--- config.mk ---
export PLATFORM = sky130hd
export DESIGN_NAME = fisr_fadd
export DESIGN_NICKNAME = d
export VERILOG_FILES = /design/src/sv/fisr_pkg.sv /design/src/sv/fisr_fadd.sv
export SDC_FILE = /design/constraint.sdc
export NUM_CORES = 1
export LEC_CHECK = 0
export BUFFER_PORTS_ARGS = -buffer_cell sky130_fd_sc_hd__clkbuf_2
export CAP_MARGIN = 20
export CORE_MARGIN = 8
export CORE_UTILIZATION = 50
export CTS_BUF_LIST = sky130_fd_sc_hd__clkbuf_4 sky130_fd_sc_hd__clkbuf_8
export CTS_CLUSTER_DIAMETER = 200
export DETAILED_ROUTE_END_ITERATION = 8
export GPL_ROUTABILITY_DRIVEN = 0
export PLACE_DENSITY_LB_ADDON = 0.15
export SLEW_MARGIN = 40
export SYNTH_ARGS = -nofsm -noshare
export SYNTH_HDL_FRONTEND = slang
export SYNTH_SLANG_ARGS = --single-unit
--- constraint.sdc ---
create_clock -name clk -period 9.4 [get_ports clk]
set_input_delay 0.94 -clock clk [delete_from_list [all_inputs] [get_ports clk]]
set_output_delay 0.94 -clock clk [all_outputs]
set_load 0.005 [all_outputs]
--- src/sv/fisr_pkg.sv ---
// ----------------------------------------------------------------------------
// fisr_pkg: shared constants and helpers for the inverse square root unit
// Holds binary32 constants and leading-zero counters used by the FP units.
// ----------------------------------------------------------------------------
package fisr_pkg;

  localparam logic [31:0] MAGIC_GUESS    = 32'h5F3759DF;
  localparam logic [31:0] CANON_NAN      = 32'h7FC00000;
  localparam logic [31:0] FP_HALF        = 32'h3F000000;
  localparam logic [31:0] FP_ONE_HALF    = 32'h3FC00000;
  localparam logic [7:0]  EXP_ALL_ONES   = 8'hFF;

  // Leading-zero count of a 48-bit word; 48 when the word is zero.
  function automatic logic [5:0] lzc48(input logic [47:0] v);
    logic [5:0] lz;
    lz = 6'd48;
    for (int i = 0; i < 48; i++) begin
      if (v[i]) lz = 6'(47 - i);
    end
    return lz;
  endfunction

  // Leading-zero count of a 27-bit word; 27 when the word is zero.
  function automatic logic [4:0] lzc27(input logic [26:0] v);
    logic [4:0] lz;
    lz = 5'd27;
    for (int i = 0; i < 27; i++) begin
      if (v[i]) lz = 5'(26 - i);
    end
    return lz;
  endfunction

endpackage

--- src/sv/fisr_fadd.sv ---
// ----------------------------------------------------------------------------
// fisr_fadd: four-stage binary32 adder
// Swap/compare, align and add, normalize amount, then shift/round/pack (RNE).
// ----------------------------------------------------------------------------
module fisr_fadd import fisr_pkg::*; (
  input  logic        clk,
  input  logic        rst_n,
  input  logic        i_valid,
  output logic        i_ready,
  input  logic [31:0] i_a,
  input  logic [31:0] i_b,
  input  logic [31:0] i_tag,
  output logic        o_valid,
  input  logic        o_ready,
  output logic [31:0] o_res,
  output logic [31:0] o_tag
);

  logic en1, en2, en3, en4;

  logic        v1_r, sign1_r, zsign1_r, nan1_r, inf1_r, sub1_r;
  logic [23:0] mb1_r, ms1_r;
  logic [7:0]  eb1_r;
  logic [4:0]  d1_r;
  logic [31:0] tag1_r;

  logic        v2_r, sign2_r, zsign2_r, nan2_r, inf2_r;
  logic [27:0] s2_r;
  logic [7:0]  eb2_r;
  logic [31:0] tag2_r;

  logic        v3_r, sign3_r, zsign3_r, nan3_r, inf3_r, carry3_r, szero3_r;
  logic [27:0] s3_r;
  logic [4:0]  sh3_r;
  logic [7:0]  base3_r;
  logic [31:0] tag3_r;

  logic        v4_r;
  logic [31:0] res4_r, tag4_r;

  assign en4     = !v4_r || o_ready;
  assign en3     = !v3_r || en4;
  assign en2     = !v2_r || en3;
  assign en1     = !v1_r || en2;
  assign i_ready = en1;

  // Stage 1: classify, order by magnitude, exponent difference.
  logic [7:0]  ea, eb, ebig, esml, dd;
  logic        a_nan, b_nan, a_inf, b_inf, a_ge, sub_nxt;
  logic [31:0] big, sml;

  always_comb begin
    ea    = i_a[30:23];
    eb    = i_b[30:23];
    a_nan = (ea == EXP_ALL_ONES) && (i_a[22:0] != '0);
    b_nan = (eb == EXP_ALL_ONES) && (i_b[22:0] != '0);
    a_inf = (ea == EXP_ALL_ONES) && (i_a[22:0] == '0);
    b_inf = (eb == EXP_ALL_ONES) && (i_b[22:0] == '0);
    a_ge  = i_a[30:0] >= i_b[30:0];
    big   = a_ge ? i_a : i_b;
    sml   = a_ge ? i_b : i_a;
    ebig  = (big[30:23] == '0) ? 8'd1 : big[30:23];
    esml  = (sml[30:23] == '0) ? 8'd1 : sml[30:23];
    dd    = ebig - esml;
    sub_nxt = i_a[31] ^ i_b[31];
  end

  always_ff @(posedge clk) begin
    if (!rst_n) begin
      v1_r <= 1'b0;
    end else if (en1) begin
      v1_r <= i_valid;
    end
  end

  always_ff @(posedge clk) begin
    if (en1) begin
      sign1_r  <= big[31];
      zsign1_r <= sub_nxt ? 1'b0 : big[31];
      nan1_r   <= a_nan || b_nan || (a_inf && b_inf && sub_nxt);
      inf1_r   <= a_inf || b_inf;
      sub1_r   <= sub_nxt;
      mb1_r    <= {big[30:23] != '0, big[22:0]};
      ms1_r    <= {sml[30:23] != '0, sml[22:0]};
      eb1_r    <= ebig;
      d1_r     <= (dd > 8'd31) ? 5'd31 : dd[4:0];
      tag1_r   <= i_tag;
    end
  end

  // Stage 2: align the smaller operand with sticky, then add or subtract.
  logic [53:0] al;
  logic [26:0] sm;
  logic [27:0] s2_nxt;

  always_comb begin
    al = {ms1_r, 3'b000, 27'b0} >> d1_r;
    sm = {al[53:28], al[27] | (|al[26:0])};
    if (sub1_r) begin
      s2_nxt = {1'b0, mb1_r, 3'b000} - {1'b0, sm};
    end else begin
      s2_nxt = {1'b0, mb1_r, 3'b000} + {1'b0, sm};
    end
  end

  always_ff @(posedge clk) begin
    if (!rst_n) begin
      v2_r <= 1'b0;
    end else if (en2) begin
      v2_r <= v1_r;
    end
  end

  always_ff @(posedge clk) begin
    if (en2) begin
      sign2_r  <= sign1_r;
      zsign2_r <= zsign1_r;
      nan2_r   <= nan1_r;
      inf2_r   <= inf1_r;
      s2_r     <= s2_nxt;
      eb2_r    <= eb1_r;
      tag2_r   <= tag1_r;
    end
  end

  // Stage 3: normalization amount, limited so the exponent stays at one.
  logic [4:0] lz, sh_nxt;
  logic [7:0] limit, base_nxt;

  always_comb begin
    lz     = lzc27(s2_r[26:0]);
    limit  = eb2_r - 8'd1;
    sh_nxt = ({3'b000, lz} < limit) ? lz : limit[4:0];
    if (s2_r[27]) begin
      base_nxt = eb2_r;
    end else begin
      base_nxt = eb2_r - {3'b000, sh_nxt} - 8'd1;
    end
  end

  always_ff @(posedge clk) begin
    if (!rst_n) begin
      v3_r <= 1'b0;
    end else if (en3) begin
      v3_r <= v2_r;
    end
  end

  always_ff @(posedge clk) begin
    if (en3) begin
      sign3_r  <= sign2_r;
      zsign3_r <= zsign2_r;
      nan3_r   <= nan2_r;
      inf3_r   <= inf2_r;
      carry3_r <= s2_r[27];
      szero3_r <= (s2_r == '0);
      s3_r     <= s2_r;
      sh3_r    <= sh_nxt;
      base3_r  <= base_nxt;
      tag3_r   <= tag2_r;
    end
  end

  // Stage 4: shift, round to nearest even and pack.
  logic [27:0] n;
  logic        inc;
  logic [31:0] packed_v, res4_nxt;

  always_comb begin
    if (carry3_r) begin
      n = {1'b0, s3_r[27:2], s3_r[1] | s3_r[0]};
    end else begin
      n = s3_r << sh3_r;
    end
    inc      = n[2] && (n[1] || n[0] || n[3]);
    packed_v = {1'b0, base3_r, 23'b0} + {8'b0, n[26:3]} + {31'b0, inc};
    if (nan3_r) begin
      res4_nxt = CANON_NAN;
    end else if (inf3_r || (packed_v >= {1'b0, EXP_ALL_ONES, 23'b0})) begin
      res4_nxt = {sign3_r, EXP_ALL_ONES, 23'b0};
    end else if (szero3_r) begin
      res4_nxt = {zsign3_r, 31'b0};
    end else begin
      res4_nxt = {sign3_r, packed_v[30:0]};
    end
  end

  always_ff @(posedge clk) begin
    if (!rst_n) begin
      v4_r <= 1'b0;
    end else if (en4) begin
      v4_r <= v3_r;
    end
  end

  always_ff @(posedge clk) begin
    if (en4) begin
      res4_r <= res4_nxt;
      tag4_r <= tag3_r;
    end
  end

  assign o_valid = v4_r;
  assign o_res   = res4_r;
  assign o_tag   = tag4_r;

endmodule

# After elaboration in Yosys (flattened, before gate mapping)
# Cells that the tools add are included.
[word_totals] regBits=317 out_inout_bits=66 elab_cells=124
[op_classes] addsub=8 order_cmp=4 n_eq_ne=2 shift=2 n_mux=37 bitwise=3 n_reduce_logical=33
[op_table] op="2-to-1 mux 5 bit" n=27
[op_table] op="2-to-1 mux 32 bit" n=3
[op_table] op="right shift 54 x 5 -> 54 bit" n=1
[op_table] op="logical NOT 23 bit" n=2
[op_table] op="nonzero test 23 bit" n=2
[op_table] op="adder 31 x 24 -> 32 bit" n=1
[op_table] op="adder 32 x 1 -> 32 bit" n=1
[op_table] op="greater-or-equal comparator 32 x 31 -> 1 bit (second input constant)" n=1
[op_table] op="greater-or-equal comparator 31 bit" n=1
[op_table] op="2-to-1 mux 31 bit" n=1
[op_table] op="adder 27 x 27 -> 28 bit" n=1
[op_table] op="logical NOT 28 bit" n=1
[op_table] op="2-to-1 mux 28 bit" n=1
[op_table] op="<< shifter 28 x 5 -> 27 bit" n=1
[op_table] op="subtractor 27 x 27 -> 28 bit" n=1
[op_table] op="2-to-1 mux 27 bit" n=1
[op_table] op="OR reduction 27 bit" n=1
[op_table] op="2-to-1 mux 8 bit" n=3
[op_table] op="equality test 8 bit (second input constant)" n=2
[op_table] op="logical NOT 8 bit" n=2
[op_table] op="nonzero test 8 bit" n=2
[op_table] op="subtractor 8 x 1 -> 8 bit (second input constant)" n=2
[op_table] op="logical OR 1 bit" n=10
[op_table] op="> comparator 8 x 5 -> 1 bit (second input constant)" n=1
[op_table] op="other kinds (10)" n=20

# Depth between registers and ports, before layout
[depth] depth_word=32 ltp_mapped=25 depth_no_buf=25

# Least setup slack after synthesis
# OpenSTA, ideal clock, no wires.
[synth_timing] path_type="input to register" start="input port i_b[1]" end="register d1_r[1] (data pin)" setup_time_ns=0.269 arrival_time_ns=5.499 slack_ns=3.632 stages=24 path_buffers=2 path_cell_list="inv_1 > ha_1 > nor2b_1 > o21a_1 > o21a_1 > o21a_1 > o21a_1 > o21a_1 > o21ai_0 > nand2_1 > a21oi_1 > clkbuf_1 > clkbuf_1 > mux2i_1 > ha_1 > a21o_1 > a21o_1 > a21oi_1 > o21bai_1 > a21o_1 > a21oi_1 > xnor2_1 > nor3_1 > nand2b_1"
[synth_via] elab_chain_cells=6 word_cells_on_any_way=9 classes_between="1 x add/sub; 2 x order compare; 4 x mux; 2 x reduce/logical"
[synth_lines] element="start: declaration" line_no="fisr_fadd.sv:11" text="input logic [31:0] i_b,"
[synth_lines] element="greater-or-equal comparator 31 bit *" line_no="fisr_fadd.sv:59" text="a_ge = i_a[30:0] >= i_b[30:0];"
[synth_lines] element="2-to-1 mux 32 bit or 2-to-1 mux 31 bit (tied branches)" line_no="fisr_fadd.sv:60, fisr_fadd.sv:61"
[synth_lines] element="logical NOT 8 bit (on tied branches)" line_no="fisr_fadd.sv:62, fisr_fadd.sv:63"
[synth_lines] element="2-to-1 mux 8 bit (on tied branches)" line_no="fisr_fadd.sv:62, fisr_fadd.sv:63"
[synth_lines] element="subtractor 8 bit *" line_no="fisr_fadd.sv:64" text="dd = ebig - esml;"
[synth_lines] element="> comparator 8 x 5 -> 1 bit" line_no="fisr_fadd.sv:86" text="d1_r <= (dd > 8'd31) ? 5'd31 : dd[4:0];"
[synth_lines] element="end signal: assignment" line_no="fisr_fadd.sv:86"
[synth_lines] element="end: declaration" line_no="fisr_fadd.sv:24" text="logic [4:0] d1_r;"
# Mark *: on every way between the ends. The rest lies on a longest branch, timed or not.
# A chain may end at the register's enable or synchronous reset.

# Worst setup path after layout
[layout_timing] start="input port i_b[1]" end="register d1_r[2] (data pin)"
# The elaborated chain is that of the path after synthesis.

==> results_dict.tcl <==
set metrics [dict create \
    run_status "completed" \
    grt_pass1_wl_um 75620 \
    worstPathCellList "clkbuf_2, inv_1, ha_1, nor2b_1, o21a_1, o21a_1, o21a_1, o21a_1, o21a_1, o21ai_0, nand2_1, a21oi_4, mux2i_1, o31a_1, ha_1, inv_1, fa_1, a21o_1, a21oi_1, o21bai_1, a21oi_1, xnor2_1, nor3_1, nand2_1" \
    dr.first_iter.drc_count 1008 \
    power.density_nw_per_um2 219.9 \
    worst_slack_ns 3.930 \
    clkLatencyLatePin_ns 0.62 \
    holdBufCountCts 0 \
    p_seq_share_pct 42.9 \
    start_util_pct 50.69 \
    final_common_cell "edfxtp_1" \
    grt_antenna_before_repair 0 \
    clk_pin_slew_ns 0.06 \
    syn-num-nets 1939 \
    intPower_mw 3.182 \
    hold_viol 0 \
    num-nets-final 2102 \
    htreeDepth 2 \
    die_area_um2 45870 \
    drc 0 \
    synth_area_leader_cell "edfxtp_1" \
    syn-cell-area_um2 19640 \
    die_h_um 214.2 \
    timing.setup.tns_ns 0 \
    ys.flop_type "edfxtp_1" \
    cts_inserted_buffers 53 \
    rsz0062_at_grt "no" \
    synth_top_area_share_pct 47.71 \
    cp.required_ns 9.72 \
    finalClockSkew_ns 0.03293 \
    dr.pass1.iters 5 \
    slowest_stage "a21oi_4" \
    area_growth_pct 11.82 \
    cts_tree "built" \
    pwr-share-comb_pct 33.0 \
    grt_max_degree 79 \
    crit_path_frequent_cell "o21a_1" \
    leakagePower_nw 8.849 \
    async_reset_ff_share_pct 0 \
    cp.arrival_ns 5.79 \
    dp_hpwl_um 35290 \
    cp.buffers_inverters 3 \
    p_clk_share_pct 24.1 \
    postCtsSetupRepairBufs 0 \
    p_total_mw 4.828 \
    die_w_um 214.2 \
    grt.overflow.total 0 \
    cpPeakStageDelay_ns 0.63 \
    swShare_pct 34.10 \
    slew_violations 0 \
    fin_crit_sh_pct 58.19 \
    cts_resized 0 \
    crit_type "in -> reg" \
    dr_total_vias 14390 \
    worst_slew_pin_slew_ns 0.8728 \
    grt_usage_pct 19.92 \
    final_cell_mix "edfxtp_1, clkbuf_2, nand2_1" \
    cp-end-kind "flip-flop" \
    clockRootBuffer "clkbuf_8" \
    fp.coreArea_um2 38740 \
    drive_gt1_share_pct 21.59 \
    diodes 0 \
    synthCells 1736 \
    routed_wl_um 47010 \
    clk_path_buf_depth 3 \
    dp_slack_ns 3.357 \
    hp-class "reg -> reg" \
    synth.area.top_cells "edfxtp_1, ha_1, mux4_2" \
    slew_headroom_pct 41.37 \
    rows 72 \
    peakVddDrop_mv 0.1082 \
    ios 166 \
    ys_ff_latch 316 \
    whs_ns 0.4116 \
    yosysWarnings 0 \
    synthDistinctLibCells 89 \
    grt_pass1_vias 14510 \
    drv_cap 0 \
    cts.sinks 316 \
    syn_area_per_cell_um2 11.31 \
    detail_route.wl_per_cell_um 19.15 \
    period_minus_slack_ns 5.470 \
    p_switching_mw 1.646 \
    path_max_fanout 21 \
    fmax_ghz 0.1828 \
    synth_edf_count 312 \
    ys_seq_area_share_pct 48.12 \
    ant_nets 0 \
    worst_setup_path_start_kind "input port" \
    vias_per_cell 5.865 \
    io_buffers 165 \
    setup_violations 0 \
    crit_family "compound AO/OA/AOI/OAI gates" \
]
worst paths after layout:
| check | start | to | slack, ns | cells after the start |
|---|---|---|---|---|
| worst min-delay path | tag1_r[17] | tag2_r[17] | 0.41 | 0 |
| worst max register to register | d1_r[0] | s2_r[26] | 4.03 | 16 |
| worst max-delay path | i_b[1] | d1_r[2] | 3.93 | 24 |
| worst min register to register | tag1_r[17] | tag2_r[17] | 0.41 | 0 |
registers in the layout, summed over array words and instances, names as in the netlist, 5 cells and up:
name	count
mb1_r	24
ms1_r	24
s3_r	27
o_res	32
tag1_r	32
sh3_r	5
d1_r	5
tag2_r	32
s2_r	28
o_tag	32
eb1_r	8
tag3_r	32
eb2_r	8
base3_r	8
layout make-up:
cell class / instances / area [µm²]
fill: 3365 / 16780
inverter: 110 / 412.9
tap: 518 / 648.1
clock inverter: 27 / 191.4
sequential: 316 / 9449
multi-input combinational: 1236 / 9467
clock buffer: 65 / 819.5
timing repair buffer: 182 / 969.7
cell families (layout without fill, tap and decap cells):
group	after synthesis	after routing	synth area share, %
xor gates and xnor gates	63	63	2.810
AOI/OAI and AO/OA	401	401	13.53
adders and majority gates	103	103	6.678
muxes	155	155	10.89
buffers and inverters	184	384	3.925
DFF	316	316	48.12
and+or+nand+nor	514	514	14.05
per-layer routing:
layer | track usage, % | up-vias | part of all wire [%]
met5 | 0 | - | 0
met4 | 9.506 | 0 | 4.3
met3 | 3.131 | 124 | 5.4
met2 | 33.41 | 515 | 48
met1 | 24.99 | 6807 | 43
li1 | - | 6946 | -
worst register-to-register path: stages, from the launching register on:
cell and delay [ns]:
edfxtp_1 0.33, buf_4 0.49, mux4_2 0.71, or4_1 0.49, o41a_1 0.14, a2111oi_2 0.41, nand4_1 0.24, a21oi_1 0.27
ha_1 0.22, inv_1 0.07, o211ai_1 0.22, a31oi_1 0.15, o41ai_1 0.56, a21oi_1 0.19, o21ai_0 0.28, mux2i_1 0.23
nand4_1 0.12
per-stage QoR:
stage	cell area [µm²]	cells	util, %
4_1_cts	21950	2454	56.65
3_3_place_gp	20900	2361	53.95
3_5_place_dp	20940	2362	54.04
2_1_floorplan	19640	1736	-
5_1_grt	21960	2454	56.68
6_report	21960	2454	56.68
synthesized netlist by cell type (all sizes together) (27+ instances only):
cell type,count
nand3,29
edfxtp,312
a21o,30
ha,100
mux2,49
buf,35
inv,107
xor2,27
nor3,70
xnor2,36
nor2,88
a21oi,96
nand2,128
nor4,39
clkbuf,39
o21ai,100
mux2i,64
mux4,42
power groups by stage:
stage | combinational [mW] | clock [mW] | sequential [mW]
finish | 1.60 | 1.16 | 2.07
global route | 1.75 | 1.26 | 2.10
CTS | 1.59 | 1.21 | 2.07
detailed placement | 1.58 | 0 | 2.10
global placement | 1.56 | 0 | 2.09
floorplan | 1.17 | 0 | 2.01
(Power assumes the default switching activity.)
