File: config.mk
export PLATFORM = sky130hd
export DESIGN_NAME = fisr_fmul
export DESIGN_NICKNAME = d
export VERILOG_FILES = /design/src/sv/fisr_pkg.sv /design/src/sv/fisr_fmul.sv
export SDC_FILE = /design/constraint.sdc
export NUM_CORES = 2
export LEC_CHECK = 0
export ABC_AREA = 1
export ABC_CLOCK_PERIOD_IN_PS = 23300
export BUFFER_PORTS_ARGS = -buffer_cell sky130_fd_sc_hd__buf_2
export CAP_MARGIN = 10
export CORE_ASPECT_RATIO = 1.1
export CORE_UTILIZATION = 50
export DETAILED_ROUTE_END_ITERATION = 12
export PLACE_DENSITY = 0.77
export SYNTH_ARGS = -nofsm -noshare
export SYNTH_HDL_FRONTEND = slang
export SYNTH_SLANG_ARGS = --single-unit
export TNS_END_PERCENT = 10
File: constraint.sdc
create_clock -name clk -period 23.3 [get_ports clk]
set_input_delay 2.33 -clock clk [delete_from_list [all_inputs] [get_ports clk]]
set_output_delay 2.33 -clock clk [all_outputs]
set_load 0.03 [all_outputs]
File: src/sv/fisr_pkg.sv
// ----------------------------------------------------------------------------
// fisr_pkg: shared constants and helpers for the inverse square root unit
// Holds binary32 constants and leading-zero counters used by the FP units.
// ----------------------------------------------------------------------------
package fisr_pkg;

  localparam logic [31:0] MAGIC_GUESS    = 32'h5F3759DF;
  localparam logic [31:0] CANON_NAN      = 32'h7FC00000;
  localparam logic [31:0] FP_HALF        = 32'h3F000000;
  localparam logic [31:0] FP_ONE_HALF    = 32'h3FC00000;
  localparam logic [7:0]  EXP_ALL_ONES   = 8'hFF;

  // Leading-zero count of a 48-bit word; 48 when the word is zero.
  function automatic logic [5:0] lzc48(input logic [47:0] v);
    logic [5:0] lz;
    lz = 6'd48;
    for (int i = 0; i < 48; i++) begin
      if (v[i]) lz = 6'(47 - i);
    end
    return lz;
  endfunction

  // Leading-zero count of a 27-bit word; 27 when the word is zero.
  function automatic logic [4:0] lzc27(input logic [26:0] v);
    logic [4:0] lz;
    lz = 5'd27;
    for (int i = 0; i < 27; i++) begin
      if (v[i]) lz = 5'(26 - i);
    end
    return lz;
  endfunction

endpackage

File: src/sv/fisr_fmul.sv
// ----------------------------------------------------------------------------
// fisr_fmul: three-stage binary32 multiplier
// Multiply, normalize-amount, then shift/round/pack with RNE and subnormals.
// ----------------------------------------------------------------------------
module fisr_fmul import fisr_pkg::*; (
  input  logic        clk,
  input  logic        rst_n,
  input  logic        i_valid,
  output logic        i_ready,
  input  logic [31:0] i_a,
  input  logic [31:0] i_b,
  input  logic [31:0] i_tag,
  output logic        o_valid,
  input  logic        o_ready,
  output logic [31:0] o_res,
  output logic [31:0] o_tag
);

  logic en1, en2, en3;

  // Stage 1 registers
  logic               v1_r;
  logic               sign1_r, nan1_r, inf1_r, zero1_r;
  logic [47:0]        prod1_r;
  logic signed [10:0] e1_r;
  logic [31:0]        tag1_r;

  // Stage 2 registers
  logic        v2_r;
  logic        sign2_r, nan2_r, inf2_r, zero2_r;
  logic [47:0] prod2_r;
  logic        right2_r;
  logic [5:0]  sh2_r;
  logic [9:0]  base2_r;
  logic [31:0] tag2_r;

  // Stage 3 registers
  logic        v3_r;
  logic [31:0] res3_r;
  logic [31:0] tag3_r;

  assign en3     = !v3_r || o_ready;
  assign en2     = !v2_r || en3;
  assign en1     = !v1_r || en2;
  assign i_ready = en1;

  // Stage 1: unpack and multiply the significands.
  logic [7:0]         ea, eb, eea, eeb;
  logic               a_nan, b_nan, a_inf, b_inf, a_zero, b_zero;
  logic [23:0]        ma, mb;
  logic               nan1_nxt, inf1_nxt, zero1_nxt;
  logic signed [10:0] e1_nxt;

  always_comb begin
    ea     = i_a[30:23];
    eb     = i_b[30:23];
    a_nan  = (ea == EXP_ALL_ONES) && (i_a[22:0] != '0);
    b_nan  = (eb == EXP_ALL_ONES) && (i_b[22:0] != '0);
    a_inf  = (ea == EXP_ALL_ONES) && (i_a[22:0] == '0);
    b_inf  = (eb == EXP_ALL_ONES) && (i_b[22:0] == '0);
    a_zero = (ea == '0) && (i_a[22:0] == '0);
    b_zero = (eb == '0) && (i_b[22:0] == '0);
    ma     = {ea != '0, i_a[22:0]};
    mb     = {eb != '0, i_b[22:0]};
    eea    = (ea == '0) ? 8'd1 : ea;
    eeb    = (eb == '0) ? 8'd1 : eb;
    nan1_nxt  = a_nan || b_nan || (a_inf && b_zero) || (b_inf && a_zero);
    inf1_nxt  = a_inf || b_inf;
    zero1_nxt = a_zero || b_zero;
    e1_nxt    = $signed({3'b000, eea}) + $signed({3'b000, eeb}) - 11'sd127;
  end

  always_ff @(posedge clk) begin
    if (!rst_n) begin
      v1_r <= 1'b0;
    end else if (en1) begin
      v1_r <= i_valid;
    end
  end

  always_ff @(posedge clk) begin
    if (en1) begin
      sign1_r <= i_a[31] ^ i_b[31];
      nan1_r  <= nan1_nxt;
      inf1_r  <= inf1_nxt;
      zero1_r <= zero1_nxt;
      prod1_r <= ma * mb;
      e1_r    <= e1_nxt;
      tag1_r  <= i_tag;
    end
  end

  // Stage 2: leading-zero count and shift amount, normal or subnormal.
  logic [5:0]         lz;
  logic signed [10:0] bexp, neg_e;
  logic               right2_nxt;
  logic [5:0]         sh2_nxt;
  logic [9:0]         base2_nxt;

  always_comb begin
    lz    = lzc48(prod1_r);
    bexp  = e1_r + 11'sd1 - $signed({5'b00000, lz});
    neg_e = -e1_r;
    right2_nxt = 1'b0;
    sh2_nxt    = lz;
    base2_nxt  = '0;
    if (bexp >= 11'sd1) begin
      base2_nxt = 10'(bexp - 11'sd1);
    end else if (e1_r >= 11'sd0) begin
      sh2_nxt = e1_r[5:0];
    end else begin
      right2_nxt = 1'b1;
      sh2_nxt    = (neg_e > 11'sd63) ? 6'd63 : neg_e[5:0];
    end
  end

  always_ff @(posedge clk) begin
    if (!rst_n) begin
      v2_r <= 1'b0;
    end else if (en2) begin
      v2_r <= v1_r;
    end
  end

  always_ff @(posedge clk) begin
    if (en2) begin
      sign2_r  <= sign1_r;
      nan2_r   <= nan1_r;
      inf2_r   <= inf1_r;
      zero2_r  <= zero1_r;
      prod2_r  <= prod1_r;
      right2_r <= right2_nxt;
      sh2_r    <= sh2_nxt;
      base2_r  <= base2_nxt;
      tag2_r   <= tag1_r;
    end
  end

  // Stage 3: align, round to nearest even and pack.
  logic [95:0] wide;
  logic [47:0] m;
  logic        stk, inc;
  logic [33:0] packed_v;
  logic [31:0] res3_nxt;

  always_comb begin
    wide = '0;
    stk  = 1'b0;
    if (right2_r) begin
      wide = {prod2_r, 48'b0} >> sh2_r;
      m    = wide[95:48];
      stk  = |wide[47:0];
    end else begin
      m = prod2_r << sh2_r;
    end
    inc      = m[23] && (stk || (|m[22:0]) || m[24]);
    packed_v = {1'b0, base2_r, 23'b0} + {10'b0, m[47:24]} + {33'b0, inc};
    if (nan2_r) begin
      res3_nxt = CANON_NAN;
    end else if (inf2_r || (packed_v >= {3'b000, EXP_ALL_ONES, 23'b0})) begin
      res3_nxt = {sign2_r, EXP_ALL_ONES, 23'b0};
    end else if (zero2_r) begin
      res3_nxt = {sign2_r, 31'b0};
    end else begin
      res3_nxt = {sign2_r, packed_v[30:0]};
    end
  end

  always_ff @(posedge clk) begin
    if (!rst_n) begin
      v3_r <= 1'b0;
    end else if (en3) begin
      v3_r <= v2_r;
    end
  end

  always_ff @(posedge clk) begin
    if (en3) begin
      res3_r <= res3_nxt;
      tag3_r <= tag2_r;
    end
  end

  assign o_valid = v3_r;
  assign o_res   = res3_r;
  assign o_tag   = tag3_r;

endmodule

Word level (Yosys, flattened, before mapping)
Index checks and enable logic that the tools add are counted.
{"block": "classes", "multipliers": 1, "n_reduce_logical": 35, "order_cmp": 4, "n_mux": 58, "add_sub_neg": 8, "eq_ne": 2, "bitwise_logic": 1, "shift": 2}
{"operator": "6-bit two-way mux", "n": 50}
{"operator": "96-bit by 6-bit >> shifter with 96-bit output", "n": 1}
{"operator": "24-bit by 24-bit multiplier with 48-bit output", "n": 1}
{"operator": "48-bit two-way mux", "n": 1}
{"operator": "48-bit OR reduction", "n": 1}
{"operator": "48-bit by 6-bit left shift with 48-bit output", "n": 1}
{"operator": "23-bit zero test", "n": 2}
{"operator": "23-bit nonzero test", "n": 2}
{"operator": "33-bit by 24-bit adder with 34-bit output", "n": 1}
{"operator": "34-bit by 1-bit adder with 34-bit output", "n": 1}
{"operator": "34-bit by 31-bit >= comparator with 1-bit output, second input constant", "n": 1}
{"operator": "31-bit two-way mux", "n": 1}
{"operator": "23-bit two-way mux", "n": 1}
{"operator": "23-bit OR reduction", "n": 1}
{"operator": "8-bit equality test, second input constant", "n": 2}
{"operator": "8-bit zero test", "n": 2}
{"operator": "8-bit two-way mux", "n": 2}
{"operator": "8-bit nonzero test", "n": 2}
{"operator": "11-bit by 2-bit adder with 11-bit output, second input constant", "n": 1}
{"operator": "11-bit by 1-bit >= comparator with 1-bit output, second input constant", "n": 1}
{"operator": "11-bit by 2-bit >= comparator with 1-bit output, second input constant", "n": 1}
{"operator": "11-bit by 7-bit greater-than comparator with 1-bit output, second input constant", "n": 1}
{"operator": "1-bit logical OR", "n": 11}
{"operator": "11-bit negator", "n": 1}
{"operator": "11 further kinds", "n": 22}
{"block": "totals", "regBits": 263}

Logic depth before layout (Yosys ltp)
{"block": "depth", "ltp_word": 51, "mapped_depth": 66, "mapped_depth_nobuf": 66}

Worst setup path before layout
OpenSTA, ideal clock, no wires.
{"block": "synth_timing", "path_type": "input to register", "startpoint": "input port i_a[25]", "endpoint": "register prod1_r[46] (data pin)", "setup_time_ns": 0.269, "arrival_ns": 9.036, "path_slack_ns": 13.995, "path_buffers": 1, "path_stages": 27, "cell_sequence": "or4_1 > nor2_1 > clkbuf_1 > nor2_1 > fa_1 > fa_1 > fa_1 > inv_1 > fa_1 > fa_1 > fa_1 > inv_1 > fa_1 > ha_1 > nand2_1 > o21ai_0 > a21oi_1 > inv_1 > a21oi_1 > o21ai_0 > nand3_1 > nand3_1 > a21oi_1 > o21ai_0 > inv_1 > o31ai_1 > xor2_1"}
{"block": "synth_via", "elab_chain_cells": 2}
{"item": "from (decl)", "line_no": "fisr_fmul.sv:10", "text": "input logic [31:0] i_a,"}
{"item": "8-bit nonzero test", "line_no": "fisr_fmul.sv:63", "text": "ma = {ea != '0, i_a[22:0]};"}
{"item": "24-bit by 24-bit multiplier with 48-bit output", "line_no": "fisr_fmul.sv:87", "text": "prod1_r <= ma * mb;"}
{"item": "to (signal assigned)", "line_no": "fisr_fmul.sv:87"}
{"item": "to (decl)", "line_no": "fisr_fmul.sv:24", "text": "logic [47:0] prod1_r;"}
Every way passes these cells.
A chain may end at the register's enable or synchronous reset.

Worst setup path in the final report
{"block": "layout_timing", "startpoint": "input port i_b[26]", "endpoint": "register prod1_r[46] (data pin)"}
{"block": "layout_via", "elab_chain_cells": 2}
{"item": "from (decl)", "line_no": "fisr_fmul.sv:11", "text": "input logic [31:0] i_b,"}
{"item": "8-bit nonzero test", "line_no": "fisr_fmul.sv:64", "text": "mb = {eb != '0, i_b[22:0]};"}
{"item": "24-bit by 24-bit multiplier with 48-bit output", "line_no": "fisr_fmul.sv:87"}
Every way passes these cells.

==> flow_results.org <==
** Worst setup path
- Largest fanout of any net on the critical path :: 21
- Launch point of the worst reg-to-reg path :: prod1_r[2]$_DFFE_PP_
- Startpoint type of the worst setup path :: input pin
- Kind of end point of the critical path :: flop
- Cell seen most often among critical-path stages :: sky130_fd_sc_hd__fa_1
- Capturing point of the worst reg2reg path :: sh2_r[1]$_DFFE_PP_
- Largest stage delay, worst path :: between 500 and 600 ps
- Data arrives at the worst endpoint at 9890 ps.
- At the worst endpoint, the required time is 23580 ps.
- Depth of the worst register-to-register path :: 62
- Setup slack on the worst reg-to-reg path comes out at 17010 ps.
- Slowest stage cell on the critical path :: sky130_fd_sc_hd__inv_1
- Crit Path Category :: in -> reg

** Detailed routing
- Total number of vias :: approximately 27000
- In the routed design, unresolved DRC markers number 0.
- Per-cell via count in the routed design :: roughly 5.3
- Post-DR wirelength/cell :: ~17 um
- Drt first-iter violations :: roughly 2100
- For this block, the routed nets add up to 85750 um of wire.
- Drt first pass iters :: 6
- Number of antenna-violating nets in the routed design :: 0

** Floorplan
- Cell Rows :: 101
- The core region is 69130 um2.
- The die covers 70960 um2.
- Die W :: about 250 um
- For this configuration, the core starts out at a cell density of 50.56%.
- Height of the die :: between 200 and 300 um
- Pin placement for this block handled 166 I/O pins.

** GRT
- GRT Resource Usage Total :: between 20% and 30%
- For this run the aggregate overflow at the end of global routing stands at 0.
- Vias in the first global route :: between 20000 and 30000
- Entering global routing, the biggest net connects roughly 110 pins.
- Number of antenna violations at the first check in global routing :: 1
- The first global-routing pass estimated 139700 um of wire.

** STA
- Min Tclk post-route :: a little under 10000 ps
- Hold Vio Cnt, Final :: 0
- In this run the tightest slew margin relative to its limit is 33.53%.
- Transition time at the pin with the least slew margin :: 997.1 ps
- Static timing analysis puts the maximum clock frequency at 0.1041 GHz.
- Setup violations remaining at the end of the flow were counted as 0.
- Setup repair after global routing missed its margin :: no
- Final count of pins violating max slew :: 0
- On the final layout, the worst clock skew is 14.26 ps.
- Post-route setup TNS :: 0 ps
- In the finished design, the share of the clock period the worst path needs comes to 41.25%.

** Cells and area
- Fill cells in the final layout number roughly 6300.
- Multi-input gate area :: 22590 um2
- For this run, the post-layout net count is between 4000 and 5000.
- The repair_antennas step left the layout with diodes totalling 0.
- The post-route netlist has 7.944% of its cells at a drive strength greater than 1.
- For this run, the number of standard cells in the final layout without fillers is 5144.
- Area Growth Syn to Fin :: 5.367%
- Commonest cells after routing, fill and taps aside :: sky130_fd_sc_hd__nand2_1, sky130_fd_sc_hd__inv_1, sky130_fd_sc_hd__fa_1
- Across the whole layout, storage elements account for 7838 um2.
- The library cell used most frequently in the layout, excluding fill and tap cells, is sky130_fd_sc_hd__nand2_1.

** Logic synthesis
- Post-synthesis cell area :: around 35000 um2
- Summed over all instances, the cell type with the most area after synthesis is sky130_fd_sc_hd__fa_1.
- In this run, synthesis produced a sequential element count of 262.
- Post-Syn Nets :: 5030
- Synth Area in Compound Gates :: 8.646%
- Sequential area share after synthesis :: 22.43%
- Fraction of the mapped netlist area in adder cells :: 35.35%
- Fraction of post-synthesis cell area in the top cell type by area :: 27.72%
- In this run, distinct cell masters in the synthesized netlist total 73.
- Mapped Avg Cell Area :: between 8 and 9 um2
- Yosys mapped a number of flops with a built-in enable equal to 259.
- Share of synthesized area spent on multiplexers :: 0.6874%
- Gate count after technology mapping :: roughly 4200
- Simple-gate share of the synthesized area :: 17.51%
- Largest cells by area after synthesis :: sky130_fd_sc_hd__fa_1, sky130_fd_sc_hd__edfxtp_1, sky130_fd_sc_hd__nand2_1
- Summing the areas of all xor and xnor instances in the mapped netlist gives 2.406% of the synthesized area.
- By area, the combinational part of the netlist is dominated by adder cells.
- Top_reg_cell synth :: sky130_fd_sc_hd__edfxtp_1
- Ys async rst share :: 0%
- Warnings, synthesis :: 0

** Clock network
- Total CTS buffers :: 24
- The later pin in the worst-skew pair is clocked with a latency of 550 ps.
- Once the clock tree was built, the setup fixing pass inserted 0 buffers.
- Clock root buffer :: sky130_fd_sc_hd__clkbuf_16
- The tree built by TritonCTS fans out to 262 sinks.
- In this run the number of H-tree levels came out at 1.
- PostCTS Resize Cnt :: 0
- Clock transition at the registers of the reported paths :: 60 ps
- TritonCTS clock tree :: done
- In this run, post-CTS hold repair placed 0 buffers.
- The longest clock path from root to sink contains 3 buffers.

** Run status
- The flow ran to the end, and the final reports show no timing, DRC or antenna violations.

** Hold path
- The min-delay analysis places its worst path in the category reg -> reg.
- The worst hold path terminates at inf2_r$_DFFE_PP_.
- In this run the most critical hold path is launched from inf1_r$_DFFE_PP_.
- The worst hold path was traced through 0 stages.

** Place
- In this run the tool buffered the top-level ports with 165 buffer cells.
- DPL Wire Length :: 64750 um
- After detailed placement, the design holds a cell count of 5100.
- At the end of routability-driven placement, the weighted congestion stood at between 0.9 and 1.

** Job
- Max cap viols :: 0
## worst max path at each step
stage / start / endpoint / slack [ps] / cells past startpoint
after floorplan: i_a[25] / prod1_r[46]$_DFFE_PP_ / 13990 / 27
after global placement: i_b[26] / prod1_r[44]$_DFFE_PP_ / 13280 / 29
after detailed placement: i_b[26] / prod1_r[44]$_DFFE_PP_ / 13160 / 29
after CTS: i_b[26] / prod1_r[46]$_DFFE_PP_ / 13740 / 29
after global routing: i_b[26] / prod1_r[44]$_DFFE_PP_ / 13110 / 29
final: i_b[26] / prod1_r[46]$_DFFE_PP_ / 13690 / 29
## final cells by class
cell class	instances	area share, %
Clock buffer	25	1.641
Clock inverter	19	0.6863
Inverter	915	9.334
Multi-Input combinational cell	2815	61.34
Sequential cell	262	21.28
Tap cell	927	3.150
Timing Repair Buffer	181	2.569
## cell families (layout without fill, tap and decap cells)
family / Yosys count / in the layout
and+or+nand+nor: 1472 / 1472
buffers and inverters: 1156 / 1140
adders and majority gates: 697 / 697
AOI/OAI and AO/OA: 526 / 526
DFF: 262 / 262
xor gates and xnor gates: 96 / 96
muxes: 24 / 24
## state kept, by name (all words and copies together) (netlist names), 6 cells and up
register	count
tag1_r	32
base2_r	10
o_res	32
sh2_r	6
o_tag	32
prod1_r	48
tag2_r	32
prod2_r	48
e1_r	10
## synth_stat cells, types with 5 or more instances
master and number:
sky130_fd_sc_hd__o21a_1 11, sky130_fd_sc_hd__nor3_1 28, sky130_fd_sc_hd__ha_1 213, sky130_fd_sc_hd__xnor2_1 34, sky130_fd_sc_hd__or2_2 5, sky130_fd_sc_hd__o21bai_1 8
sky130_fd_sc_hd__o21ai_2 13, sky130_fd_sc_hd__buf_8 5, sky130_fd_sc_hd__buf_2 25, sky130_fd_sc_hd__o21ai_0 137, sky130_fd_sc_hd__o21ai_1 105, sky130_fd_sc_hd__buf_4 8
sky130_fd_sc_hd__xor2_1 62, sky130_fd_sc_hd__nor4_1 20, sky130_fd_sc_hd__clkbuf_1 178, sky130_fd_sc_hd__a32o_1 5, sky130_fd_sc_hd__edfxtp_1 259, sky130_fd_sc_hd__buf_1 17
sky130_fd_sc_hd__o211ai_1 16, sky130_fd_sc_hd__o31ai_1 12, sky130_fd_sc_hd__fa_1 484, sky130_fd_sc_hd__nor2_4 23, sky130_fd_sc_hd__nand4_1 23, sky130_fd_sc_hd__a211oi_1 6
sky130_fd_sc_hd__a21oi_1 154, sky130_fd_sc_hd__o22ai_1 7, sky130_fd_sc_hd__nand2_2 7, sky130_fd_sc_hd__or2_1 5, sky130_fd_sc_hd__inv_1 872, sky130_fd_sc_hd__mux2i_1 24
sky130_fd_sc_hd__nand3_1 69, sky130_fd_sc_hd__o41ai_1 5, sky130_fd_sc_hd__nand3_2 5, sky130_fd_sc_hd__nand2_1 1103, sky130_fd_sc_hd__or4_1 5, sky130_fd_sc_hd__buf_6 6
sky130_fd_sc_hd__a31oi_1 15, sky130_fd_sc_hd__inv_2 36, sky130_fd_sc_hd__nor2_1 160, sky130_fd_sc_hd__clkinv_1 7
## stage by stage
stage | util [%] | hold slack (ps) | cell area [um2] | setup slack, ps
4_1_cts | 53.27 | 414.5 | 36820 | 13740
5_1_grt | 53.27 | 417.2 | 36820 | 13110
3_3_place_gp | 52.03 | 400.2 | 35970 | 13280
3_5_place_dp | 52.03 | 404.5 | 35970 | 13160
6_report | 53.27 | 418.3 | 36820 | 13690
2_1_floorplan | - | 400.3 | 34950 | 13990
## per-layer routing
| layer | global-route usage, % | routed length, um | share of wire, % | vias up |
|---|---|---|---|---|
| li1 | - | - | - | 12900 |
| met1 | 32.00 | 33610 | 39 | 13100 |
| met2 | 41.73 | 40930 | 48 | 1221 |
| met3 | 3.720 | 7778 | 9.1 | 236 |
| met4 | 9.144 | 3427 | 4.0 | 2 |
| met5 | 0 | 9 | 0.010 | - |
## worst max-delay path, delay by kind of cell
| family | cells | cell delay, ps |
|---|---|---|
| adders and majority gates | 8 | 3630 |
| and+or+nand+nor | 6 | 1540 |
| AOI/OAI and AO/OA | 7 | 1260 |
| buffers and inverters | 7 | 990 |
| xor gates and xnor gates | 1 | 120 |
Power is left out: the tool's default activity adds up to more than one toggle a clock period on the data nets, which glitch-free logic cannot reach.
